===== config.mk =====
export PLATFORM = sky130hd
export DESIGN_NAME = gmw_bit_stage
export DESIGN_NICKNAME = d
export VERILOG_FILES = /design/src/rtl/core/gmw_pkg.sv /design/src/rtl/core/gmw_bit_stage.sv
export SDC_FILE = /design/constraint.sdc
export NUM_CORES = 1
export LEC_CHECK = 0
export BUFFER_PORTS_ARGS = -buffer_cell sky130_fd_sc_hd__buf_2
export CAP_MARGIN = 15
export CORE_AREA = 2 2 372 374
export DETAILED_ROUTE_END_ITERATION = 6
export DIE_AREA = 0 0 374 376
export PLACE_DENSITY = 0.42
export SYNTH_ARGS = -nofsm -noshare
export SYNTH_HDL_FRONTEND = slang
export SYNTH_SLANG_ARGS = --single-unit

===== constraint.sdc =====
create_clock -name aclk -period 35.9 [get_ports aclk]
set_input_delay 10.77 -clock aclk [delete_from_list [all_inputs] [get_ports aclk]]
set_output_delay 10.77 -clock aclk [all_outputs]
set_load 0.02 [all_outputs]

===== src/rtl/core/gmw_pkg.sv =====
// Package for the gray median window filter: types, constants and helpers.
`default_nettype none
package gmw_pkg;

    localparam int MAX_WIDTH  = 1024;
    localparam int MAX_HEIGHT = 1024;
    localparam int MAX_RADIUS = 3;
    localparam int LINES      = 2 * MAX_RADIUS;
    localparam int WSIZE      = 2 * MAX_RADIUS + 1;
    localparam int WCELLS     = WSIZE * WSIZE;
    localparam int COL_W      = $clog2(MAX_WIDTH);
    localparam int ROW_W      = $clog2(MAX_HEIGHT);
    localparam int CFG_W      = 11;
    localparam int RAD_W      = 2;
    localparam int SLOT_W     = $clog2(LINES);
    localparam int RANK_W     = $clog2(WCELLS);
    localparam int CNT_W      = $clog2(WCELLS + 1);

    // register indexes on the configuration port
    typedef enum logic [1:0] {
        REG_IMAGE_WIDTH   = 2'd0,
        REG_IMAGE_HEIGHT  = 2'd1,
        REG_WINDOW_RADIUS = 2'd2
    } reg_index_t;

    typedef struct packed {
        logic [7:0] red;
        logic [7:0] green;
        logic [7:0] blue;
    } pix_in_t;

    typedef struct packed {
        logic [9:0] out_row;
        logic [9:0] out_col;
        logic [7:0] median_value;
        logic       frame_done;
    } pix_out_t;

    typedef struct packed {
        logic [CFG_W-1:0] image_width;
        logic [CFG_W-1:0] image_height;
        logic [RAD_W-1:0] window_radius;
    } cfg_t;

    typedef struct packed {
        logic [9:0] out_row;
        logic [9:0] out_col;
        logic       frame_done;
        logic       interior;
    } sel_meta_t;

    typedef logic [WCELLS-1:0][7:0] win_t;

    typedef struct packed {
        sel_meta_t         meta;
        logic [RANK_W-1:0] rank;
        logic [WCELLS-1:0] mask;
        logic [7:0]        prefix;
        win_t              vals;
    } sel_t;

    // cells of the 7x7 window that belong to a window of radius r
    function automatic logic [WCELLS-1:0] init_mask(input logic [RAD_W-1:0] r);
        logic [WCELLS-1:0] m;
        int                first;
        first = (WSIZE - 1) - 2 * int'(r);
        for (int i = 0; i < WSIZE; i++) begin
            for (int j = 0; j < WSIZE; j++) begin
                m[i*WSIZE+j] = (i >= first) && (j >= first);
            end
        end
        return m;
    endfunction

    // rank of the median, (2r+1)^2 / 2
    function automatic logic [RANK_W-1:0] init_rank(input logic [RAD_W-1:0] r);
        int n;
        n = (2 * int'(r) + 1) * (2 * int'(r) + 1);
        return RANK_W'(n / 2);
    endfunction

    // row modulo six by reciprocal multiply; exact for rows below 1024
    function automatic logic [SLOT_W-1:0] mod_lines(input logic [ROW_W-1:0] v);
        logic [ROW_W+10:0] p;
        logic [ROW_W-1:0]  q;
        logic [ROW_W-1:0]  rem;
        p   = (ROW_W+11)'(v) * (ROW_W+11)'(683);
        q   = ROW_W'(p >> 12);
        rem = v - ((q << 2) + (q << 1));
        return rem[SLOT_W-1:0];
    endfunction

endpackage
`default_nettype wire


===== src/rtl/core/gmw_bit_stage.sv =====
// One bit of the radix median selection, with its pipeline register.
`default_nettype none
module gmw_bit_stage (
    input  wire logic          aclk,
    input  wire logic          aresetn,
    input  wire logic [2:0]    bit_sel,
    input  wire logic          in_valid,
    output logic               in_ready,
    input  wire gmw_pkg::sel_t in_data,
    output logic               out_valid,
    input  wire logic          out_ready,
    output gmw_pkg::sel_t      out_data
);
    import gmw_pkg::*;

    logic              v_reg;
    sel_t              data_reg, data_next;
    logic [WCELLS-1:0] plane;
    logic [CNT_W-1:0]  zeros;

    always_comb begin
        for (int j = 0; j < WCELLS; j++) begin
            plane[j] = in_data.vals[j][bit_sel];
        end
        zeros = '0;
        for (int j = 0; j < WCELLS; j++) begin
            zeros = zeros + CNT_W'(in_data.mask[j] & ~plane[j]);
        end
        data_next = in_data;
        if (CNT_W'(in_data.rank) < zeros) begin
            data_next.mask            = in_data.mask & ~plane;
            data_next.prefix[bit_sel] = 1'b0;
        end else begin
            data_next.mask            = in_data.mask & plane;
            data_next.rank            = in_data.rank - RANK_W'(zeros);
            data_next.prefix[bit_sel] = 1'b1;
        end
    end

    assign in_ready = !v_reg || out_ready;

    always_ff @(posedge aclk) begin
        if (!aresetn) begin
            v_reg <= 1'b0;
        end else if (in_ready) begin
            v_reg <= in_valid;
        end
    end

    always_ff @(posedge aclk) begin
        if (in_valid && in_ready) begin
            data_reg <= data_next;
        end
    end

    assign out_valid = v_reg;
    assign out_data  = data_reg;

endmodule
`default_nettype wire


* Yosys cells after proc, flatten, opt, wreduce, memory -nomap -nowiden
Index checks and enable logic that the tools add are counted.
** Word-level totals
- Flip-flop bits (word level) :: 478
- Input bits :: 484
- Output and inout bits :: 479
- Logic and storage cells :: 319
** Cells by class
- Add/subtract/negate cells :: 49
- Order comparisons :: 3
- Multiplexer cells :: 102
- Bitwise logic cells :: 104
- Reduce and logical (&&, ||, !) cells :: 4
** Operators by type and width (count)
- $and A1 B6 Y6 :: 49
- $not A1 Y6 :: 49
- $add A6 B6 Y6 :: 48
- $bmux W1 S3 :: 49
- $and A49 B49 Y49 :: 2
- $mux W57 :: 1
- $mux W1 :: 50
- $not A49 Y49 :: 1
- $and A8 B8 Y8 :: 1
- $not A8 Y8 :: 1
- $or A8 B8 Y8 :: 1
- $lt A6 B6 Y1 :: 1
- $mux W6 :: 1
- $sub A6 B6 Y6 :: 1
- $lt A3 B4 Y1 const B :: 1
- $demux W1 S3 :: 1
- $ge A3 B1 Y1 const B :: 1
- $logic_and A1 B1 Y1 :: 2
- $logic_not A1 Y1 :: 1
- $logic_or A1 B1 Y1 :: 1

* Longest topological paths before layout
Gate-level depths: netlist (run 1).
- Depth in word-level cells :: 54
- Gate-level depth with buffers :: 33

* Least setup slack after synthesis (run 1)
Ideal clock, no wire load.
- Kind :: input -> register
- From :: in out_ready
- To :: reg data_reg, in the netlist out_data[0], enable pin
- Setup time :: 0.902 ns
- Data arrival time :: 21.831 ns
- Required time :: 34.998 ns
- Slack :: 13.167 ns
- Cell stages on the path :: 2
- Path buffers :: 0
- Cells stage by stage :: nand2b_1 and2_1
** On the way
- Word-level cells in the longest chain between the ends :: 2
** Ends and longest elaborated chain
- start, declared :: RTL line gmw_bit_stage.sv:11 : input wire logic out_ready,
- $logic_or A1 B1 Y1 :: RTL line gmw_bit_stage.sv:40 : assign in_ready = !v_reg || out_ready;
- $logic_and A1 B1 Y1 :: RTL line gmw_bit_stage.sv:51 : if (in_valid && in_ready) begin
- end signal, assigned :: RTL line gmw_bit_stage.sv:52 : data_reg <= data_next;
- end, declared :: RTL line gmw_bit_stage.sv:17 : sel_t data_reg, data_next;
Every way passes these cells.
A chain may end at the register's enable or synchronous reset.

* Worst setup path in the final report (run 1)
- From :: in out_ready
- To :: out in_ready
** On the way
- Word-level cells in the longest chain between the ends :: 1
** Ends and longest elaborated chain
- $logic_or A1 B1 Y1 :: RTL line gmw_bit_stage.sv:40
- end, declared :: RTL line gmw_bit_stage.sv:8 : output logic in_ready,
Every way passes these cells.

==> impl_metrics.prom, run 1 <==
# TYPE chip_impl_metric gauge
chip_impl_metric{name="cells_resized_by_post_cts_repair",unit=""} 0
chip_impl_metric{name="syn2layout_area_growth",unit="%"} 43.5
chip_impl_metric{name="netlist_instances",unit=""} 974
chip_impl_metric{name="synth_async_sr_flop_share",unit=""} 0
chip_impl_metric{name="route.vias.total",unit=""} 13300
chip_impl_metric{name="antenna_violating_nets_remaining",unit=""} 0
chip_impl_metric{name="path_clk_slew",unit="ns"} 0.06
chip_impl_metric{name="dr.first_iter.drc_count",unit=""} 780
chip_impl_info{name="status",value="finished clean"} 1
chip_impl_metric{name="post_synth_num_cell_types",unit=""} 36
chip_impl_info{name="cts_root_cell",value="sky130_fd_sc_hd__clkbuf_16"} 1
chip_impl_metric{name="cts.sinks",unit=""} 478
chip_impl_metric{name="finalSetupViolations",unit=""} 0
chip_impl_metric{name="slew_viol_final",unit=""} 0
chip_impl_metric{name="cp_depth",unit=""} 3
chip_impl_info{name="critPathSlowestCell",value="sky130_fd_sc_hd__nand2b_1"} 1
chip_impl_metric{name="grt_pass1_vias",unit=""} 13900
chip_impl_info{name="crit_top_cell",value="sky130_fd_sc_hd__buf_2"} 1
chip_impl_metric{name="timing.reg2reg.setup_slack",unit="ns"} 31.34
chip_impl_metric{name="synth-seq-area-share",unit=""} 0.715
chip_impl_info{name="worst_hold_path_type",value="reg -> reg"} 1
chip_impl_metric{name="synth_enable_flop_cells",unit=""} 477
chip_impl_metric{name="cp_slowest_stage_delay",unit="ns"} 0.30
chip_impl_metric{name="placed_cell_area",unit="mm^2"} 0.0270
chip_impl_metric{name="wirelength",unit="mm"} 92.0
chip_impl_metric{name="syn-num-nets",unit=""} 1514
chip_impl_metric{name="postSynthRegisterBits",unit=""} 478
chip_impl_metric{name="mappedNetlistArea",unit="mm^2"} 0.0201
chip_impl_info{name="worstSetupEndpointType",value="output port"} 1
chip_impl_metric{name="final_nets",unit=""} 2511
chip_impl_metric{name="post-dp-hpwl",unit="mm"} 74.8
chip_impl_metric{name="ioPinCount",unit=""} 963
chip_impl_metric{name="worst_r2r_path_depth",unit=""} 5
chip_impl_info{name="critPathLaunchType",value="input pin"} 1
chip_impl_metric{name="drt_pre_antenna_iters",unit=""} 5
chip_impl_metric{name="worst_skew_pair.late_latency",unit="ns"} 0.63
chip_impl_metric{name="power_density",unit="mW/mm^2"} 99.8
chip_impl_info{name="tritoncts",value="done"} 1
chip_impl_metric{name="tightestPinTransition",unit="ns"} 1.03
chip_impl_metric{name="critical_path.max_fanout",unit=""} 3
chip_impl_metric{name="power.static_leakage",unit="uW"} 0.0114
chip_impl_metric{name="dieWidth",unit="um"} 374
chip_impl_info{name="ys.flop_type",value="sky130_fd_sc_hd__edfxtp_1"} 1
chip_impl_metric{name="placement_rows",unit=""} 136
chip_impl_metric{name="post_route_cells_drive_above_1_share",unit=""} 0.589
chip_impl_metric{name="die_height",unit="um"} 376
chip_impl_info{name="worst_path_dominant_cell_family",value="buffers and inverters"} 1
chip_impl_info{name="worst_setup_path_startpoint",value="out_ready"} 1
chip_impl_metric{name="timing.setup.tns",unit="ns"} 0
chip_impl_metric{name="post_cts_buffers",unit=""} 0
chip_impl_metric{name="shortest_period_the_worst_path_allows",unit="ns"} 22.20
chip_impl_metric{name="relative_slew_slack",unit=""} 0.315
chip_impl_metric{name="period_share",unit=""} 0.619
chip_impl_metric{name="fp.dieArea",unit="mm^2"} 0.141
chip_impl_metric{name="grt_antenna_before_repair",unit=""} 40
chip_impl_metric{name="critical_path_required",unit="ns"} 25.13
chip_impl_metric{name="syn_area_per_cell",unit="um^2"} 20.6
chip_impl_info{name="criticalPathCategory",value="in -> out"} 1
chip_impl_metric{name="port-buffer-count",unit=""} 962
chip_impl_metric{name="cts-buffers-inserted",unit=""} 57
chip_impl_metric{name="clock_path_buffers",unit=""} 3
chip_impl_metric{name="power.ir.vdd_worst",unit="mV"} 0.178
chip_impl_metric{name="core_area",unit="mm^2"} 0.137
chip_impl_metric{name="global_route.usage.total",unit=""} 0.125
chip_impl_metric{name="drcViolationCount",unit=""} 0
chip_impl_metric{name="count_of_warnings_emitted_by_yosys",unit=""} 0
chip_impl_metric{name="finClkSkew",unit="ns"} 0.00888
chip_impl_info{name="crit_path_end",value="in_ready"} 1
chip_impl_metric{name="timing.critical_path.arrival",unit="ns"} 11.43
chip_impl_info{name="rsz0062_at_grt",value="false"} 1
chip_impl_metric{name="report.final.hold_viol_count",unit=""} 0
chip_impl_metric{name="maxCapViolCount",unit=""} 0
chip_impl_metric{name="gp_congestion",unit=""} 0.843
chip_impl_metric{name="grt_start_max_net_pins",unit=""} 164
chip_impl_metric{name="critPathBufInv",unit=""} 2
chip_impl_metric{name="grt.overflow.total",unit=""} 0
chip_impl_metric{name="grt_pass1_wl",unit="mm"} 120
chip_impl_metric{name="number_of_levels_in_the_clock_h_tree",unit=""} 2
chip_impl_metric{name="routed_via_density",unit=""} 3.48
chip_impl_metric{name="wire_per_inst",unit="um"} 24.1
chip_impl_metric{name="floorplan.initialDensity",unit=""} 0.147
chip_impl_info{name="r2r_end",value="out_data[36]"} 1
chip_impl_info{name="timing.rr.start",value="out_valid"} 1
chip_impl_metric{name="holdBufCountCts",unit=""} 0
chip_impl_metric{name="post-route-cell-area",unit="mm^2"} 0.0288
chip_impl_info{name="timing.critical_path.cells",value="buf_2 > nand2b_1 > buf_2"} 1
chip_impl_metric{name="fmax",unit="MHz"} 45.0
## routing by layer
layer,routed length [um],global-route usage
met1,35000,0.142
met2,45400,0.211
met3,8890,0.0523
met4,2610,0.0413
met5,187,0
## logic make-up after synthesis
kind of cell	count (synthesis)	share of synthesized area
muxes	147	0.147
adders and majority gates	56	0.0503
AOI/OAI and AO/OA	35	0.0107
xor gates and xnor gates	54	0.0236
and+or+nand+nor	125	0.0335
DFF	478	0.715
buffers and inverters	79	0.0196
## state kept, by name, summed over array words and instances (netlist names)
register / count
out_valid: 1
out_data: 477
## area by class of cell
class / count / area [um^2]
Clock buffer: 71 / 1520
Tap cell: 1794 / 2240
Antenna cell: 7 / 17.5
Timing Repair Buffer: 975 / 4950
Sequential cell: 478 / 14300
Inverter: 42 / 158
Clock inverter: 35 / 231
Fill cell: 14700 / 108000
Multi-Input combinational cell: 417 / 5330
## synthesized netlist by cell type (11+ instances only)
| library cell | count | share of area |
|---|---|---|
| sky130_fd_sc_hd__edfxtp_1 | 477 | 0.71 |
| sky130_fd_sc_hd__mux4_2 | 98 | 0.11 |
| sky130_fd_sc_hd__and2_1 | 70 | 0.022 |
| sky130_fd_sc_hd__xnor2_1 | 52 | 0.023 |
| sky130_fd_sc_hd__inv_1 | 42 | 0.0079 |
| sky130_fd_sc_hd__fa_1 | 41 | 0.041 |
| sky130_fd_sc_hd__nand2_1 | 33 | 0.0062 |
| sky130_fd_sc_hd__mux2i_2 | 19 | 0.013 |
| sky130_fd_sc_hd__buf_2 | 17 | 0.0042 |
| sky130_fd_sc_hd__a21oi_1 | 15 | 0.0037 |
| sky130_fd_sc_hd__ha_1 | 15 | 0.0094 |
| sky130_fd_sc_hd__mux2i_1 | 15 | 0.0075 |
| sky130_fd_sc_hd__mux2i_4 | 15 | 0.017 |
| sky130_fd_sc_hd__clkbuf_1 | 11 | 0.0021 |
| sky130_fd_sc_hd__nor2_1 | 11 | 0.0021 |
## through the flow
stage | cells | hold WS [ns] | setup WS [ns] | util | total power (uW)
final | 3819 | 0.932 | 13.70 | 0.211 | 2870
after detailed placement | 3706 | 0.995 | 13.66 | 0.198 | 2390
after global routing | 3816 | 0.972 | 13.68 | 0.211 | 3140
after CTS | 3812 | 1.01 | 13.66 | 0.211 | 2970
after floorplan | 974 | 0.750 | 13.17 | - | 1930
after global placement | 3706 | 1.00 | 13.65 | 0.198 | 2390
## how the worst min path moves through the flow
stage | startpoint | to | slack, ns | depth (start not counted)
finish | out_valid | out_valid | 0.93 | 2
global route | out_valid | out_valid | 0.97 | 2
CTS | out_valid | out_valid | 1.01 | 2
detailed placement | out_valid | out_valid | 1.0 | 2
global placement | out_valid | out_valid | 1.0 | 2
floorplan | out_valid | out_valid | 0.75 | 2
## layout by cell type (no fill, tap or decap), types with 4 or more instances in the layout
cell type / count
sky130_fd_sc_hd__edfxtp_1: 477
sky130_fd_sc_hd__mux2i_2: 19
sky130_fd_sc_hd__mux2i_4: 15
sky130_fd_sc_hd__mux4_2: 98
sky130_fd_sc_hd__mux2i_1: 15
sky130_fd_sc_hd__xnor2_1: 52
sky130_fd_sc_hd__buf_4: 12
sky130_fd_sc_hd__nor2_1: 11
sky130_fd_sc_hd__fa_1: 41
sky130_fd_sc_hd__diode_2: 7
sky130_fd_sc_hd__nand2b_1: 4
sky130_fd_sc_hd__clkinv_2: 12
sky130_fd_sc_hd__a31oi_1: 5
sky130_fd_sc_hd__buf_2: 959
sky130_fd_sc_hd__clkinv_1: 14
sky130_fd_sc_hd__clkbuf_16: 59
sky130_fd_sc_hd__clkbuf_1: 12
sky130_fd_sc_hd__and2_1: 69
sky130_fd_sc_hd__ha_1: 15
sky130_fd_sc_hd__nand2_1: 33
sky130_fd_sc_hd__inv_1: 42
sky130_fd_sc_hd__a21oi_1: 15
sky130_fd_sc_hd__a21o_1: 5
## worst register-to-register path, cell delays in order, from the launching register on
cell and delay [ns]:
sky130_fd_sc_hd__dfxtp_1 0.39, sky130_fd_sc_hd__nand2b_1 0.34, sky130_fd_sc_hd__and2_4 0.74, sky130_fd_sc_hd__buf_4 0.74, sky130_fd_sc_hd__buf_4 0.91, sky130_fd_sc_hd__buf_4 0.99
## power breakdown
group,leakage (uW),internal [uW],switching (uW)
combinational,0.00592,661,879
sequential,0.00464,755,18.3
clock,0.000861,313,246
(Power assumes the default switching activity.)
==> run 2, diff against run 1 <==
clock period = 21.2 ns   (was 35.9 ns; I/O delays follow)
==> run 2 against run 1 <==
Final cell count rose by 0.21%; first-iteration DRC count decreased by 0.26%; combinational power up 71%; critical path depth grew 26; clock-buffer cell count up 1; utilization rose by 0.13 points; clock skew grew 0.0049 ns; flip-flop and latch count unchanged; largest cell class unchanged.
==> impl_metrics.prom, run 2 (same netlist as run 1, synthesis figures left out) <==
# TYPE chip_impl_metric gauge
chip_impl_metric{name="worst_r2r_path_depth",unit=""} 5
chip_impl_metric{name="power.static_leakage",unit="uW"} 0.0115
chip_impl_metric{name="power_density",unit="mW/mm^2"} 171
chip_impl_metric{name="relative_slew_slack",unit=""} 0.311
chip_impl_metric{name="gp_congestion",unit=""} 0.835
chip_impl_info{name="crit_top_cell",value="sky130_fd_sc_hd__fa_1"} 1
chip_impl_metric{name="post-dp-hpwl",unit="mm"} 76.4
chip_impl_metric{name="finClkSkew",unit="ns"} 0.0137
chip_impl_metric{name="wire_per_inst",unit="um"} 24.6
chip_impl_metric{name="cts-buffers-inserted",unit=""} 60
chip_impl_metric{name="grt_antenna_before_repair",unit=""} 58
chip_impl_metric{name="worst_skew_pair.late_latency",unit="ns"} 0.65
chip_impl_info{name="critPathLaunchType",value="input pin"} 1
chip_impl_metric{name="period_share",unit=""} 0.718
chip_impl_metric{name="grt_pass1_vias",unit=""} 14000
chip_impl_metric{name="path_clk_slew",unit="ns"} 0.06
chip_impl_metric{name="floorplan.initialDensity",unit=""} 0.147
chip_impl_metric{name="dieWidth",unit="um"} 374
chip_impl_metric{name="syn2layout_area_growth",unit="%"} 44.5
chip_impl_info{name="r2r_end",value="out_data[45]"} 1
chip_impl_metric{name="finalSetupViolations",unit=""} 0
chip_impl_metric{name="ioPinCount",unit=""} 963
chip_impl_metric{name="report.final.hold_viol_count",unit=""} 0
chip_impl_info{name="cts_root_cell",value="sky130_fd_sc_hd__clkbuf_16"} 1
chip_impl_metric{name="critical_path.max_fanout",unit=""} 51
chip_impl_info{name="timing.rr.start",value="out_valid"} 1
chip_impl_metric{name="post_cts_buffers",unit=""} 0
chip_impl_metric{name="final_nets",unit=""} 2515
chip_impl_metric{name="holdBufCountCts",unit=""} 0
chip_impl_metric{name="cts.sinks",unit=""} 478
chip_impl_metric{name="port-buffer-count",unit=""} 962
chip_impl_metric{name="seqCellArea",unit="mm^2"} 0.0143
chip_impl_info{name="rsz0062_at_grt",value="false"} 1
chip_impl_metric{name="shortest_period_the_worst_path_allows",unit="ns"} 15.21
chip_impl_metric{name="slew_viol_final",unit=""} 0
chip_impl_metric{name="maxCapViolCount",unit=""} 0
chip_impl_metric{name="power.ir.vdd_worst",unit="mV"} 0.388
chip_impl_metric{name="cells_resized_by_post_cts_repair",unit=""} 0
chip_impl_metric{name="grt_start_max_net_pins",unit=""} 69
chip_impl_metric{name="antenna_violating_nets_remaining",unit=""} 0
chip_impl_info{name="most_common_cell_after_layout_fill_and_taps_aside",value="sky130_fd_sc_hd__buf_2"} 1
chip_impl_metric{name="timing.setup.tns",unit="ns"} 0
chip_impl_info{name="tritoncts",value="done"} 1
chip_impl_metric{name="grt.overflow.total",unit=""} 0
chip_impl_metric{name="fp.dieArea",unit="mm^2"} 0.141
chip_impl_metric{name="finalPower",unit="uW"} 4970
chip_impl_info{name="worstSetupEndpointType",value="flop"} 1
chip_impl_metric{name="placement_rows",unit=""} 136
chip_impl_info{name="layout.cells.most_common_list",value="959 x sky130_fd_sc_hd__buf_2, 477 x sky130_fd_sc_hd__edfxtp_1, 98 x sky130_fd_sc_hd__mux4_2"} 1
chip_impl_metric{name="post-route-util",unit=""} 0.212
chip_impl_metric{name="largest_register_ff_count",unit=""} 477
chip_impl_metric{name="timing.reg2reg.setup_slack",unit="ns"} 17.11
chip_impl_info{name="critPathSlowestCell",value="sky130_fd_sc_hd__buf_4"} 1
chip_impl_info{name="min_delay_worst_endpoint",value="out_valid"} 1
chip_impl_metric{name="drt_pre_antenna_iters",unit=""} 4
chip_impl_metric{name="filler_cell_count",unit=""} 14600
chip_impl_metric{name="min_delay_path_depth",unit=""} 2
chip_impl_metric{name="tightestPinTransition",unit="ns"} 1.03
chip_impl_metric{name="global_route.usage.total",unit=""} 0.128
chip_impl_metric{name="multiInputGateArea",unit="mm^2"} 0.00533
chip_impl_metric{name="grt_pass1_wl",unit="mm"} 122
chip_impl_metric{name="core_area",unit="mm^2"} 0.137
chip_impl_metric{name="number_of_levels_in_the_clock_h_tree",unit=""} 2
chip_impl_metric{name="post_route_cells_drive_above_1_share",unit=""} 0.592
chip_impl_metric{name="wirelength",unit="mm"} 94.1
chip_impl_metric{name="dr.first_iter.drc_count",unit=""} 778
chip_impl_metric{name="clock_path_buffers",unit=""} 3
chip_impl_metric{name="die_height",unit="um"} 376
chip_impl_info{name="status",value="finished clean"} 1
chip_impl_info{name="criticalPathCategory",value="in -> reg"} 1
chip_impl_metric{name="critical_path_required",unit="ns"} 21.60
chip_impl_metric{name="drcViolationCount",unit=""} 0
chip_impl_metric{name="routed_via_density",unit=""} 3.48
chip_impl_info{name="worstHoldStart",value="out_valid"} 1
chip_impl_info{name="worst_hold_path_type",value="reg -> reg"} 1
chip_impl_metric{name="timing.critical_path.arrival",unit="ns"} 15.61
chip_impl_metric{name="fmax",unit="MHz"} 65.7
chip_impl_metric{name="route.vias.total",unit=""} 13300
chip_impl_metric{name="cp_slowest_stage_delay",unit="ns"} 0.80
==> run 2: changes by cell type in the layout (fill, tap and decap cells not counted) <==
| cell | before | now |
|---|---|---|
| sky130_fd_sc_hd__clkinvlp_4 | 2 | 5 |
| sky130_fd_sc_hd__clkinv_4 | 2 | 4 |
| sky130_fd_sc_hd__clkbuf_16 | 59 | 61 |
| sky130_fd_sc_hd__diode_2 | 7 | 16 |
| sky130_fd_sc_hd__bufinv_16 | 2 | 6 |
| sky130_fd_sc_hd__clkbuf_1 | 12 | 11 |
| sky130_fd_sc_hd__buf_4 | 12 | 13 |
| sky130_fd_sc_hd__clkinv_1 | 14 | 8 |
| sky130_fd_sc_hd__clkinv_2 | 12 | 6 |
==> run 2: through the flow <==
step / hold slack [ns] / setup WS (ns) / cell area, um^2 / std cells
after floorplan: 0.750 / 2.88 / 20100 / 974
after global placement: 0.630 / 5.18 / 27000 / 3707
after detailed placement: 0.605 / 5.10 / 27000 / 3707
after CTS: 0.617 / 5.83 / 28900 / 3811
after global routing: 0.638 / 5.41 / 29000 / 3822
final: 0.608 / 5.99 / 29000 / 3827
==> run 2: critical path, delay by kind of cell <==
kind / cells / cell delay, ns
AOI/OAI and AO/OA: 5 / 0.98
xor gates and xnor gates: 2 / 0.33
adders and majority gates: 10 / 4.40
buffers and inverters: 8 / 2.38
muxes: 2 / 0.66
and+or+nand+nor: 2 / 0.31
==> run 2: worst max-delay path by stage <==
stage	end	from	cells past startpoint
after floorplan	out_data[0]	out_ready	2
after global placement	out_data[428]	bit_sel[2]	30
after detailed placement	out_data[423]	bit_sel[2]	30
after CTS	out_data[423]	bit_sel[2]	30
after global routing	out_data[423]	bit_sel[2]	29
final	out_data[428]	bit_sel[2]	29
==> run 2: power by group <==
group | internal [uW] | leakage (uW) | total (uW) | switching [uW]
clock | 596 | 0.000916 | 1030 | 435
sequential | 1280 | 0.00464 | 1310 | 34.0
combinational | 1130 | 0.00592 | 2630 | 1500
==> run 2: final cells by class <==
cell class / instances / share of cell area
Timing Repair Buffer: 976 / 0.171
Sequential cell: 478 / 0.495
Antenna cell: 16 / 0.00138
Tap cell: 1794 / 0.0775
Inverter: 42 / 0.00544
Clock buffer: 72 / 0.0541
Clock inverter: 32 / 0.0117
Multi-Input combinational cell: 417 / 0.184
==> run 2: layer usage <==
| layer | wire (um) | track usage | vias up |
|---|---|---|---|
| li1 | - | - | 5846 |
| met1 | 35700 | 0.146 | 6613 |
| met2 | 46500 | 0.218 | 658 |
| met3 | 9030 | 0.0537 | 148 |
| met4 | 2580 | 0.0402 | 42 |
| met5 | 264 | 0.00515 | - |
==> run 3, diff against run 2 <==
ABC_AREA = 1   (was unset)
PLACE_DENSITY = 0.43   (was 0.42)
clock period = 15.31 ns   (was 21.2 ns; I/O delays follow)
==> run 3 against run 2 <==
Synthesized cell count rose by 100%; cell area rose by 3.7%; flip-flop and latch count did not move; critical endpoint is now out_data[398]; hold slack got worse by 0.0088 ns.
==> impl_metrics.prom, run 3 <==
# TYPE chip_impl_metric gauge
chip_impl_metric{name="count_of_warnings_emitted_by_yosys",unit=""} 0
chip_impl_info{name="worst_path_dominant_cell_family",value="adder cells"} 1
chip_impl_metric{name="power.static_leakage",unit="uW"} 0.0138
chip_impl_metric{name="path_clk_slew",unit="ns"} 0.06
chip_impl_metric{name="die_height",unit="um"} 376
chip_impl_metric{name="report.final.hold_viol_count",unit=""} 0
chip_impl_info{name="status",value="finished clean"} 1
chip_impl_info{name="r2r_end",value="out_data[459]"} 1
chip_impl_metric{name="power_density",unit="mW/mm^2"} 257
chip_impl_metric{name="netSwitchingPower",unit="uW"} 3590
chip_impl_info{name="top_count_cell_post_synth",value="sky130_fd_sc_hd__nand2_1"} 1
chip_impl_info{name="critPathSlowestCell",value="sky130_fd_sc_hd__nand3_4"} 1
chip_impl_metric{name="dieWidth",unit="um"} 374
chip_impl_metric{name="worst_slack",unit="ns"} 2.18
chip_impl_info{name="most_common_cell_after_layout_fill_and_taps_aside",value="sky130_fd_sc_hd__nand2_1"} 1
chip_impl_metric{name="clock_path_buffers",unit=""} 3
chip_impl_info{name="critPathLaunchType",value="input pin"} 1
chip_impl_metric{name="timing.reg2reg.setup_slack",unit="ns"} 12.28
chip_impl_metric{name="placement_rows",unit=""} 136
chip_impl_info{name="synth.top_cells.by_area",value="sky130_fd_sc_hd__edfxtp_1 67%, sky130_fd_sc_hd__nand2_1 18%, sky130_fd_sc_hd__fa_1 3.9%"} 1
chip_impl_metric{name="power.ir.vdd_worst",unit="mV"} 0.402
chip_impl_info{name="tritoncts",value="done"} 1
chip_impl_metric{name="mappedNetlistArea",unit="mm^2"} 0.0213
chip_impl_metric{name="critPathBufInv",unit=""} 8
chip_impl_metric{name="grt_pass1_vias",unit=""} 18100
chip_impl_info{name="worstSetupEndpointType",value="flop"} 1
chip_impl_info{name="rsz0062_at_grt",value="false"} 1
chip_impl_metric{name="clockPowerShare",unit=""} 0.184
chip_impl_metric{name="slew_viol_final",unit=""} 0
chip_impl_metric{name="grt.overflow.total",unit=""} 0
chip_impl_metric{name="syn2layout_area_growth",unit="%"} 41.1
chip_impl_metric{name="post_synth_num_cell_types",unit=""} 27
chip_impl_metric{name="drt_pre_antenna_iters",unit=""} 6
chip_impl_info{name="layout.cells.most_common_list",value="1,041 x sky130_fd_sc_hd__nand2_1, 959 x sky130_fd_sc_hd__buf_2, 477 x sky130_fd_sc_hd__edfxtp_1"} 1
chip_impl_metric{name="ioPinCount",unit=""} 963
chip_impl_metric{name="finalSetupViolations",unit=""} 0
chip_impl_metric{name="grt_pass1_wl",unit="mm"} 153
chip_impl_metric{name="core_area",unit="mm^2"} 0.137
chip_impl_metric{name="placed_cell_area",unit="mm^2"} 0.0281
chip_impl_info{name="ys.flop_type",value="sky130_fd_sc_hd__edfxtp_1"} 1
chip_impl_metric{name="p_int",unit="uW"} 4140
chip_impl_metric{name="fp.dieArea",unit="mm^2"} 0.141
chip_impl_metric{name="wire_per_inst",unit="um"} 24.6
chip_impl_metric{name="cts-buffers-inserted",unit=""} 61
chip_impl_metric{name="post_route_cells_drive_above_1_share",unit=""} 0.368
chip_impl_info{name="cts_root_cell",value="sky130_fd_sc_hd__clkbuf_16"} 1
chip_impl_metric{name="post_cts_buffers",unit=""} 0
chip_impl_metric{name="gp_congestion",unit=""} 0.868
chip_impl_metric{name="routed_via_density",unit=""} 3.80
chip_impl_info{name="synth.largest_area_cell",value="sky130_fd_sc_hd__edfxtp_1"} 1
chip_impl_metric{name="timing.critical_path.arrival",unit="ns"} 13.54
chip_impl_metric{name="relative_slew_slack",unit=""} 0.274
chip_impl_metric{name="grt_antenna_before_repair",unit=""} 54
chip_impl_metric{name="seqCellArea",unit="mm^2"} 0.0143
chip_impl_metric{name="post-dp-hpwl",unit="mm"} 95.8
chip_impl_metric{name="synth_async_sr_flop_share",unit=""} 0
chip_impl_metric{name="multiInputGateArea",unit="mm^2"} 0.00621
chip_impl_metric{name="filler_cell_count",unit=""} 15100
chip_impl_metric{name="cp_slowest_stage_delay",unit="ns"} 0.61
chip_impl_metric{name="cells_resized_by_post_cts_repair",unit=""} 0
chip_impl_metric{name="route.vias.total",unit=""} 18200
chip_impl_metric{name="final_nets",unit=""} 3471
chip_impl_metric{name="grt_start_max_net_pins",unit=""} 161
chip_impl_metric{name="synth_enable_flop_cells",unit=""} 477
chip_impl_metric{name="global_route.usage.total",unit=""} 0.160
chip_impl_metric{name="drcViolationCount",unit=""} 0
chip_impl_metric{name="proportion_of_power_drawn_by_flip_flops_and_latches",unit=""} 0.241
chip_impl_metric{name="port-buffer-count",unit=""} 962
chip_impl_metric{name="wirelength",unit="mm"} 118
chip_impl_info{name="synth_top_cells_by_count",value="1,041 x sky130_fd_sc_hd__nand2_1, 477 x sky130_fd_sc_hd__edfxtp_1, 89 x sky130_fd_sc_hd__nand3_1, 61 x sky130_fd_sc_hd__a21oi_1, 59 x sky130_fd_sc_hd__nor2_1"} 1
chip_impl_metric{name="antenna_violating_nets_remaining",unit=""} 0
chip_impl_metric{name="netlist_instances",unit=""} 1967
chip_impl_metric{name="critical_path_required",unit="ns"} 15.71
chip_impl_metric{name="cts.sinks",unit=""} 478
chip_impl_info{name="min_delay_worst_endpoint",value="out_valid"} 1
chip_impl_metric{name="syn_area_per_cell",unit="um^2"} 10.8
chip_impl_metric{name="holdBufCountCts",unit=""} 0
chip_impl_metric{name="postSynthRegisterBits",unit=""} 478
chip_impl_metric{name="syn-num-nets",unit=""} 2507
chip_impl_metric{name="dr.first_iter.drc_count",unit=""} 1246
chip_impl_metric{name="placement.setup.worst_slack",unit="ns"} 1.31
chip_impl_info{name="worstHoldStart",value="out_valid"} 1
chip_impl_metric{name="largest_register_ff_count",unit=""} 477
chip_impl_metric{name="min_delay_path_depth",unit=""} 2
chip_impl_metric{name="worst_skew_pair.late_latency",unit="ns"} 0.66
chip_impl_metric{name="critical_path.max_fanout",unit=""} 93
chip_impl_metric{name="number_of_levels_in_the_clock_h_tree",unit=""} 2
chip_impl_info{name="worst_hold_path_type",value="reg -> reg"} 1
chip_impl_info{name="crit_top_cell",value="sky130_fd_sc_hd__fa_1"} 1
chip_impl_metric{name="proportion_of_netlist_area_held_by_the_largest_area_contributor",unit=""} 0.673
chip_impl_metric{name="synth-seq-area-share",unit=""} 0.674
chip_impl_metric{name="netSwitchingFraction",unit=""} 0.465
chip_impl_metric{name="power.combinational.fraction",unit=""} 0.575
chip_impl_metric{name="timing.setup.tns",unit="ns"} 0
chip_impl_info{name="timing.rr.start",value="out_valid"} 1
chip_impl_metric{name="shortest_period_the_worst_path_allows",unit="ns"} 13.13
chip_impl_metric{name="floorplan.initialDensity",unit=""} 0.156
chip_impl_metric{name="finClkSkew",unit="ns"} 0.0121
chip_impl_metric{name="post-route-cell-area",unit="mm^2"} 0.0300
chip_impl_metric{name="period_share",unit=""} 0.858
chip_impl_metric{name="tightestPinTransition",unit="ns"} 1.09
chip_impl_metric{name="fmax",unit="MHz"} 76.1
chip_impl_metric{name="maxCapViolCount",unit=""} 0
chip_impl_metric{name="worst_r2r_path_depth",unit=""} 3
chip_impl_info{name="criticalPathCategory",value="in -> reg"} 1
run 3: cell types whose count changed after synthesis, sizes merged, moves of 11 or more:
cell / previous run / this run
inv: 42 / 53
nand2: 33 / 1041
nand3: 1 / 90
nor2: 11 / 59
buf: 26 / 78
and3: 0 / 19
mux2i: 49 / 0
and2: 70 / 0
mux4: 98 / 0
a21oi: 15 / 61
xnor2: 52 / 4
run 3: metal layers:
metal | routed length [um] | up-vias | track usage | share of wire
met3 | 9430 | 165 | 0.0518 | 0.080
met5 | 265 | - | 0 | 0.0023
li1 | - | 8478 | - | -
met2 | 59600 | 726 | 0.286 | 0.51
met4 | 3260 | 44 | 0.0417 | 0.028
met1 | 45100 | 8767 | 0.183 | 0.38
run 3: final cells by class:
class / count / share of cell area
diodes: 10 / 0.000833
clock buffers: 70 / 0.0519
clock inverters: 42 / 0.0123
inverters: 54 / 0.00721
multi-input cells: 1346 / 0.207
flip-flops and latches: 478 / 0.477
well taps: 1794 / 0.0747
repair buffers: 990 / 0.169
run 3: how the worst max path moves through the flow:
stage | from | to | slack (ns) | cells after the start
after CTS | bit_sel[0] | out_data[395] | 2.05 | 32
after global placement | bit_sel[0] | out_data[399] | 1.43 | 32
after floorplan | out_ready | out_data[0] | 2.20 | 2
after detailed placement | bit_sel[0] | out_data[395] | 1.31 | 32
after global routing | bit_sel[0] | out_data[395] | 1.57 | 34
final | bit_sel[0] | out_data[398] | 2.18 | 32
run 3: kinds of logic after synthesis:
group	count (synthesis)	synth area share
xor+xnor	5	0.00206
mux	8	0.00423
fa+ha+maj	56	0.0474
compound gates	64	0.0152
simple gates	1213	0.222
flops	478	0.674
buf+inv	143	0.0353
run 3: stage by stage:
step / std cells / utilization / power, uW / hold WS, ns
after floorplan: 1967 / - / 4980 / 0.764
after global placement: 4662 / 0.206 / 6280 / 0.589
after detailed placement: 4662 / 0.206 / 6290 / 0.589
after CTS: 4774 / 0.220 / 7800 / 0.600
after global routing: 4779 / 0.220 / 8390 / 0.625
final: 4784 / 0.220 / 7730 / 0.599
run 3: worst reg2reg max path: stages, from the launching register on:
cell	delay, ns
sky130_fd_sc_hd__dfxtp_1	0.36
sky130_fd_sc_hd__a21oi_4	0.54
sky130_fd_sc_hd__buf_12	0.55
sky130_fd_sc_hd__buf_4	1.15
run 3: power by group through the flow:
stage               clock (uW)  sequential (uW)  combinational, uW
detailed placement           0             1890               4400
CTS                       1480             1860               4460
global route              1520             1880               4990
global placement             0             1890               4390
floorplan                    0             2080               2900
finish                    1430             1860               4450
